### config.mk
export PLATFORM = sky130hd
export DESIGN_NAME = fvn_div
export DESIGN_NICKNAME = d
export VERILOG_FILES = /design/src/hdl/fvn_pkg.sv /design/src/hdl/fvn_div.sv
export SDC_FILE = /design/constraint.sdc
export NUM_CORES = 2
export LEC_CHECK = 0
export BUFFER_PORTS_ARGS = -buffer_cell sky130_fd_sc_hd__buf_4
export CORE_UTILIZATION = 64
export CTS_CLUSTER_DIAMETER = 100
export CTS_CLUSTER_SIZE = 30
export DETAILED_ROUTE_END_ITERATION = 8
export PLACE_DENSITY = 0.84
export SLEW_MARGIN = 5
export SYNTH_ARGS = -nofsm -noshare
export SYNTH_HDL_FRONTEND = slang
export SYNTH_SLANG_ARGS = --single-unit
### constraint.sdc
create_clock -name clk -period 4.1 [get_ports clk]
set_input_delay 0.205 -clock clk [delete_from_list [all_inputs] [get_ports clk]]
set_output_delay 0.205 -clock clk [all_outputs]
set_load 0.03 [all_outputs]
### src/hdl/fvn_pkg.sv
// ----------------------------------------------------------------------------
// fvn_pkg
// Shared types, widths and constants for the fractal value-noise pipeline.
// ----------------------------------------------------------------------------
package fvn_pkg;

  localparam int MAX_OCTAVES = 8;
  localparam int COORD_BITS  = 12;
  localparam int TILE_W      = 12;
  localparam int ELEV_W      = 16;

  localparam int OCT_W       = $clog2(MAX_OCTAVES + 1);
  localparam int AMP_W       = 17;
  localparam int AMP_SUM_W   = $clog2(MAX_OCTAVES * 65536 + 1);
  localparam int ACC_W       = 48 + $clog2(MAX_OCTAVES);
  localparam int SCX_W       = COORD_BITS + 32;
  localparam int DIV_W       = AMP_SUM_W + 15;
  localparam int MAG_W       = ACC_W + 1;
  localparam int QBITS       = 16;

  localparam logic [31:0] HASH_MUL_Y   = 32'd57;
  localparam logic [31:0] HASH_MUL_S   = 32'd131;
  localparam logic [31:0] HASH_C1      = 32'd15731;
  localparam logic [31:0] HASH_C2      = 32'd789221;
  localparam logic [31:0] HASH_C3      = 32'd1376312589;
  localparam logic signed [31:0] ONE_Q30 = 32'sd1073741824;
  localparam logic [17:0] SMOOTH_3     = 18'd196608;
  localparam logic [AMP_W-1:0] AMP_ONE = AMP_W'(65536);

  typedef enum logic [2:0] {
    REG_SEED        = 3'd0,
    REG_OCTAVES     = 3'd1,
    REG_BASE_FREQ   = 3'd2,
    REG_AMP_DECAY   = 3'd3,
    REG_FREQ_GROWTH = 3'd4
  } cfg_reg_t;

  typedef struct packed {
    logic [31:0]      seed;
    logic [OCT_W-1:0] oct_eff;
    logic [15:0]      decay;
    logic [15:0]      growth;
  } oct_cfg_t;

  typedef struct packed {
    logic [COORD_BITS-1:0]   tx;
    logic [COORD_BITS-1:0]   ty;
    logic [31:0]             freq;
    logic [AMP_W-1:0]        amp;
    logic signed [ACC_W-1:0] acc;
    logic [AMP_SUM_W-1:0]    amp_sum;
  } oct_ctx_t;

  // floor((lo*(1-s) + hi*s)), s in Q0.16
  function automatic logic signed [31:0] lerp(input logic signed [31:0] lo,
                                               input logic signed [31:0] hi,
                                               input logic [15:0] s);
    logic signed [17:0] w1;
    logic signed [17:0] w0;
    logic signed [50:0] sum;
    w1  = signed'({2'b00, s});
    w0  = 18'sd65536 - w1;
    sum = 51'(lo * w0) + 51'(hi * w1);
    return sum[47:16];
  endfunction

endpackage

### src/hdl/fvn_div.sv
// ----------------------------------------------------------------------------
// fvn_div
// Pipelined restoring divide of the accumulator by the amplitude sum,
// truncated toward zero and saturated to Q1.15.
// ----------------------------------------------------------------------------
module fvn_div (
  input  logic                                 clk,
  input  logic                                 rst,
  input  logic                                 en,
  input  logic                                 in_valid,
  input  logic signed [fvn_pkg::ACC_W-1:0]     in_acc,
  input  logic [fvn_pkg::AMP_SUM_W-1:0]        in_amp_sum,
  output logic                                 out_valid,
  output logic [fvn_pkg::ELEV_W-1:0]           out_q
);
  import fvn_pkg::*;

  logic [QBITS+1:0] vld;
  logic [MAG_W-1:0] rem [QBITS+1];
  logic [QBITS-1:0] quo [QBITS+1];
  logic [DIV_W-1:0] dvs [QBITS+1];
  logic             neg [QBITS+1];
  logic             ovf [1:QBITS];

  logic [MAG_W-1:0] dsh_c [QBITS];
  logic [MAG_W-1:0] dov_c;
  logic [QBITS-1:0] qm;

  always_comb begin
    for (int j = 0; j < QBITS; j++) begin
      dsh_c[j] = MAG_W'(dvs[j]) << (QBITS - 1 - j);
    end
    dov_c = MAG_W'(dvs[0]) << QBITS;
    qm    = quo[QBITS];
  end

  always_ff @(posedge clk) begin
    if (rst) begin
      vld <= '0;
    end else if (en) begin
      vld <= {vld[QBITS:0], in_valid};
    end
  end

  always_ff @(posedge clk) begin
    if (en) begin
      neg[0] <= in_acc[ACC_W-1];
      rem[0] <= in_acc[ACC_W-1] ? MAG_W'(-$signed({in_acc[ACC_W-1], in_acc}))
                                : MAG_W'($signed({in_acc[ACC_W-1], in_acc}));
      dvs[0] <= {in_amp_sum, 15'd0};
      quo[0] <= '0;
      ovf[1] <= rem[0] >= dov_c;
      for (int j = 2; j <= QBITS; j++) ovf[j] <= ovf[j-1];
      for (int j = 0; j < QBITS; j++) begin
        neg[j+1] <= neg[j];
        dvs[j+1] <= dvs[j];
        if (rem[j] >= dsh_c[j]) begin
          rem[j+1] <= rem[j] - dsh_c[j];
          quo[j+1] <= quo[j] | (QBITS'(1) << (QBITS - 1 - j));
        end else begin
          rem[j+1] <= rem[j];
          quo[j+1] <= quo[j];
        end
      end
      if (neg[QBITS]) begin
        out_q <= (ovf[QBITS] || qm > 16'd32768) ? 16'h8000 : 16'(-qm);
      end else begin
        out_q <= (ovf[QBITS] || qm > 16'd32767) ? 16'h7FFF : qm;
      end
    end
  end

  assign out_valid = vld[QBITS+1];

endmodule

# Word-level counts from Yosys, hierarchy flattened
# Memories as Yosys holds them, arrays and structs flattened.
# Cells that the tools add are included.
# word_totals
reg_bits	34
ramBits	1784
inputBits	75
out_inout_bits	17
mem_count	5
# classes
add_sub_neg	18
magnitude_cmp	19
n_mux	134
bitwise_logic	32
reduce_logical	2
# mem_list
name	depth	word_bits	rd	rd_ports_with_merged_regs	wr	line_no	rtl
rem	17	52	16	0	17	fvn_div.sv:19	logic [MAG_W-1:0] rem [QBITS+1];
dvs	17	35	16	0	17	fvn_div.sv:21	logic [DIV_W-1:0] dvs [QBITS+1];
quo	17	16	17	0	17	fvn_div.sv:20	logic [QBITS-1:0] quo [QBITS+1];
neg	17	1	17	0	17	fvn_div.sv:22	logic neg [QBITS+1];
ovf	16	1	16	0	16	fvn_div.sv:23	logic ovf [1:QBITS];
# ops
op	n
2-to-1 mux 52 bit	17
2-to-1 mux 16 bit	19
2-to-1 mux 1 bit	98
>= comparator 52 x 35 -> 1 bit	1
>= comparator 52 x 36 -> 1 bit	1
>= comparator 52 x 37 -> 1 bit	1
>= comparator 52 x 38 -> 1 bit	1
>= comparator 52 x 39 -> 1 bit	1
>= comparator 52 x 40 -> 1 bit	1
>= comparator 52 x 41 -> 1 bit	1
>= comparator 52 x 42 -> 1 bit	1
>= comparator 52 x 43 -> 1 bit	1
>= comparator 52 x 44 -> 1 bit	1
>= comparator 52 x 45 -> 1 bit	1
>= comparator 52 x 46 -> 1 bit	1
>= comparator 52 x 47 -> 1 bit	1
>= comparator 52 x 48 -> 1 bit	1
>= comparator 52 x 49 -> 1 bit	1
>= comparator 52 x 50 -> 1 bit	1
>= comparator 52 x 51 -> 1 bit	1
negator 51 -> 52 bit	1
subtractor 52 x 35 -> 52 bit	1
subtractor 52 x 36 -> 52 bit	1
subtractor 52 x 37 -> 52 bit	1
other kinds (18)	50

# Logic depth before layout (Yosys ltp)
# An unclocked memory read counts as a cell.
# logic_depth
depth_word	6
depth_mapped	14
ltp_nobuf	13

# Least setup slack after synthesis
# Ideal clock, no wire load.
# synth_path
kind	reg2reg
start	mem dvs[0][15] in the netlist's numbering
end	mem rem[1][32] in the netlist's numbering (data pin)
arrival_time_ns	2.948
required_ns	3.830
path_slack_ns	0.882
stages_incl_launch_ff	14
path_buffers	3
path_cell_list	edfxtp_1 > ha_1 > fa_1 > nor2b_1 > o31ai_1 > a22oi_1 > a21o_1 > a21oi_1 > o41ai_1 > a21o_1 > clkbuf_1 > clkbuf_1 > buf_1 > a21oi_1
# synth_rtl
item	line_no
from (decl)	fvn_div.sv:21
to (decl)	fvn_div.sv:19

==> flow_results.org <==
** Status
- The flow ran to the end, and the final reports show no timing, DRC or antenna violations.

** Global route
- The number of global-route vias before repair is 42946.
- The first global-routing pass estimated 231000 um of wire.
- Sum of overflow across all layers after global routing :: 0
- The initial antenna violation count came to 1.
- Across every metal layer, demand over resource in global routing totals 0.290.
- Largest net degree at the start of global routing :: 145

** CTS
- CTS tree :: built
- Counting along the longest clock path gives a buffer depth of 3.
- Total number of clock tree sinks :: ~1400
- Number of H-tree branching levels :: 2
- Clk slew on worst S/H paths :: 0.12 ns
- The root buffer cell chosen for the clock tree is clkbuf_16.
- For the worst-skew pair, the clock arrives at the later sink with an insertion delay of 0.73 ns.
- Setup bufs post-CTS :: 0
- Counting the buffers created by CTS gives 53.

** Synth
- Of the total synthesized cell area, the portion taken by full adders, half adders and majority gates is 0.0692.
- After synthesis, the netlist uses between 90 and 100 different library cells.
- Among all flip-flop cells after synthesis, the most frequent one is edfxtp_1.
- The commonest cells after synthesis are edfxtp_1 (1337), inv_1 (409), nand2_1 (369).
- Area fraction of the dominant cell type after synthesis :: 0.607
- Post-synth EDFFs :: 1337
- By area, the combinational part of the netlist is dominated by simple AND/OR/NAND/NOR gates.
- Of the total synthesized cell area, the portion taken by AND, OR, NAND and NOR gates is 0.112.
- The mapped netlist covers 66200 um2.
- The Yosys step of the flow raised 0 warnings.
- Counting flops and latches in the post-synthesis netlist gives 1355.
- When the netlist entered floorplanning its net count stood at 5780.
- Xor/xnor cell area share of the yosys netlist :: 0.0540
- Synthesis produced a netlist whose cell count is ~5300.
- Most frequently used cell type in the post-synthesis netlist :: edfxtp_1
- Area fraction in compound gates after synthesis :: 0.111
- Multiplexer fraction of the synthesized cell area :: 0.0112
- Async SR Flop Fraction :: 0
- A synthesized cell averages 12.4 um2.
- Post-synthesis sequential area ratio :: 0.612
- In the post-synthesis netlist, the biggest area contributors are edfxtp_1 (61%), ha_1 (6.5%), xnor2_1 (3.1%), a21oi_1 (2.5%), inv_1 (2.3%).
- Synth area leader :: edfxtp_1

** Timing
- Measured against its own limit, the worst slew margin works out to 0.286.
- Max-slew violations :: 0
- Unrepaired setup endpoints after global routing :: false
- Worst-margin pin slew :: 1.07 ns
- For the final routed database, the setup TNS stands at 0 ns.
- Number of endpoints failing setup at the final stage :: 0
- The worst path needs 3.96 ns of the cycle, external delays included.
- For this run, the top clock speed supported by timing is between 200 and 300 MHz.
- Setup skew after layout :: between 0.03 and 0.04 ns
- Of the available clock period, the critical path in the final layout requires 0.967.
- The number of hold-slack violations in the final timing report was 0.
- Fin Hold WS :: about 0.2 ns

** Die
- The core region is 102000 um2.
- DIE WIDTH :: ~320 um
- 92 I/O pins were placed.
- Initial core utilization :: 0.648
- From bottom edge to top edge, the die measures 324 um.
- The die covers 105000 um2.
- The initialized floorplan defines around 120 standard-cell rows.

** Hold path
- The worst hold path passes through 2 cells.
- The path class of the tightest hold or removal check is in2reg.

** Drt
- Total detailed-routing wirelength :: 152000 um
- Residual antenna-violating net count after detailed routing :: 0
- Number of vias after detailed routing :: 42524
- Iteration-0 DRC Markers :: between 2000 and 3000
- Via count normalized by instance count :: 6.11
- Number of search-and-repair iterations in the first detailed-routing pass :: 6
- Post-detailed-route DRC marker count :: 0
- Dividing the detail-routed wire length by the instance count gives 21.8 um.

** Place
- After legalization and detailed placement, the total HPWL measured 114000 um.
- After detailed placement, the design holds a cell count of 6778.
- Routability congestion estimate from global placement :: 1.03
- Port Buf Inserts :: 91
- In this run the cell area measured after placement is roughly 69000 um2.

** Final layout
- Compared with the post-synthesis result, the final layout area differs by 8.11%.
- Total non-filler cell area in the finished layout :: around 70000 um2
- For this run, the number of standard cells in the final layout without fillers is 6963.
- After the last flow step, the layout net total stands at around 6000.
- Layout cell share with drive strength beyond 1 :: 0.0633

** Worst setup path
- The worst setup path is launched from an input pin.
- Type of the setup path with the least slack :: in2reg
- At the worst endpoint, the required time is between 4 and 5 ns.
- Largest fanout on the critical path :: 5
- CP Capture Type :: flop
- Data arrives at the worst endpoint at ~4.5 ns.
- Worst-case reg-to-reg path depth :: 9

** Power and ir drop
- In this run the static leakage power is 26.9 nW.
- Power Dens Cells :: 578 nW/um2
- The worst-case IR drop observed on VDD is 386 uV.

** Flow run
- Number of max-cap violations :: 0
==> cells in the final DEF (no fill, tap or decap), types with 17 or more instances in the layout <==
| cell type | n |
|---|---|
| a21oi_1 | 333 |
| and3_1 | 27 |
| nand4_1 | 71 |
| xor2_1 | 173 |
| nand2b_1 | 54 |
| o21a_1 | 54 |
| o31a_1 | 20 |
| o41ai_1 | 17 |
| or2_2 | 22 |
| nand2_1 | 369 |
| o211ai_1 | 22 |
| clkbuf_16 | 53 |
| a211oi_1 | 41 |
| nor2b_1 | 53 |
| edfxtp_1 | 1337 |
| o21ai_1 | 41 |
| inv_1 | 409 |
| o21bai_1 | 21 |
| a31oi_1 | 33 |
| mux2i_1 | 20 |
| nand3b_1 | 19 |
| ha_1 | 342 |
| or3_1 | 50 |
| buf_4 | 177 |
| nand3_1 | 77 |
| or4_1 | 42 |
| nor4b_1 | 20 |
| a21o_1 | 144 |
| dfxtp_1 | 18 |
| dlygate4sd3_1 | 105 |
| nor4_1 | 118 |
| and2_1 | 18 |
| xnor2_1 | 235 |
| nor3_1 | 109 |
| nor2_1 | 340 |
| o21ai_0 | 283 |
| o31ai_1 | 39 |
| mux2_2 | 40 |
==> repair_timing <==
action                    4_1_cts  5_1_grt
hold buffers                  105        0
hold endpoints to repair      114        0
gates resized for setup         0        0
==> routing by layer <==
metal | GRT usage | wire (um) | up-vias
li1 | - | - | 20347
met1 | 0.266 | 49300 | 20420
met2 | 0.572 | 83800 | 1255
met3 | 0.0320 | 5080 | 502
met4 | 0.224 | 13700 | 0
met5 | 0 | 0 | -
==> cells by family after synthesis <==
group	Yosys count
simple gates	1456
flops	1355
compound gates	1174
buf+inv	529
xor+xnor	408
fa+ha+maj	357
mux	68
other cells	1
==> where the power goes <==
group / switching [mW] / internal, mW / leakage, nW
clock: 4.08 / 2.49 / 0.755
combinational: 8.53 / 6.13 / 13.0
sequential: 1.65 / 18.5 / 13.1
total: 14.3 / 27.1 / 26.9
==> registers in the layout (all words and copies together) (netlist names) <==
name / flops
neg: 17
dvs: 320
rem: 832
ovf: 16
vld: 18
out_q: 16
quo: 136
==> final cells by class <==
class,count,area [um2]
antenna,1,2.50
clock buffer,64,1390
clock inverter,15,170
fill,6936,30700
inverter,409,1540
multi-input combinational,3464,23700
sequential,1355,40500
tap,1368,1710
timing repair buffer,287,2490
==> worst paths after layout <==
check / startpoint / endpoint / slack [ns]
max: in_acc[21] / rem[0][47] / 0.14
min: in_amp_sum[8] / dvs[0][23] / 0.20
max reg2reg: rem[4][35] / rem[5][48] / 0.27
min reg2reg: ovf[0][3] / ovf[0][4] / 0.42
==> through the flow <==
stage	worst slack, ns	utilization	power [mW]
after detailed placement	0.350	0.674	34.7
final	0.136	0.700	41.3
after global routing	0.000498	0.700	43.5
after CTS	0.372	0.700	41.2
after global placement	0.370	0.674	34.3
after floorplan	0.882	-	30.2
==> worst max-delay path, stage by stage <==
cell and delay (ns):
dlygate4sd3_1 0.55, buf_4 0.14, or4_1 0.57, nor3_1 0.21, nand2_1 0.18, or3_1 0.53, nand2b_1 0.29, nor3_1 0.42
nand3b_1 0.22, o41ai_1 0.45, xnor2_1 0.10, dlygate4sd3_1 0.57
(Power assumes the default switching activity.)
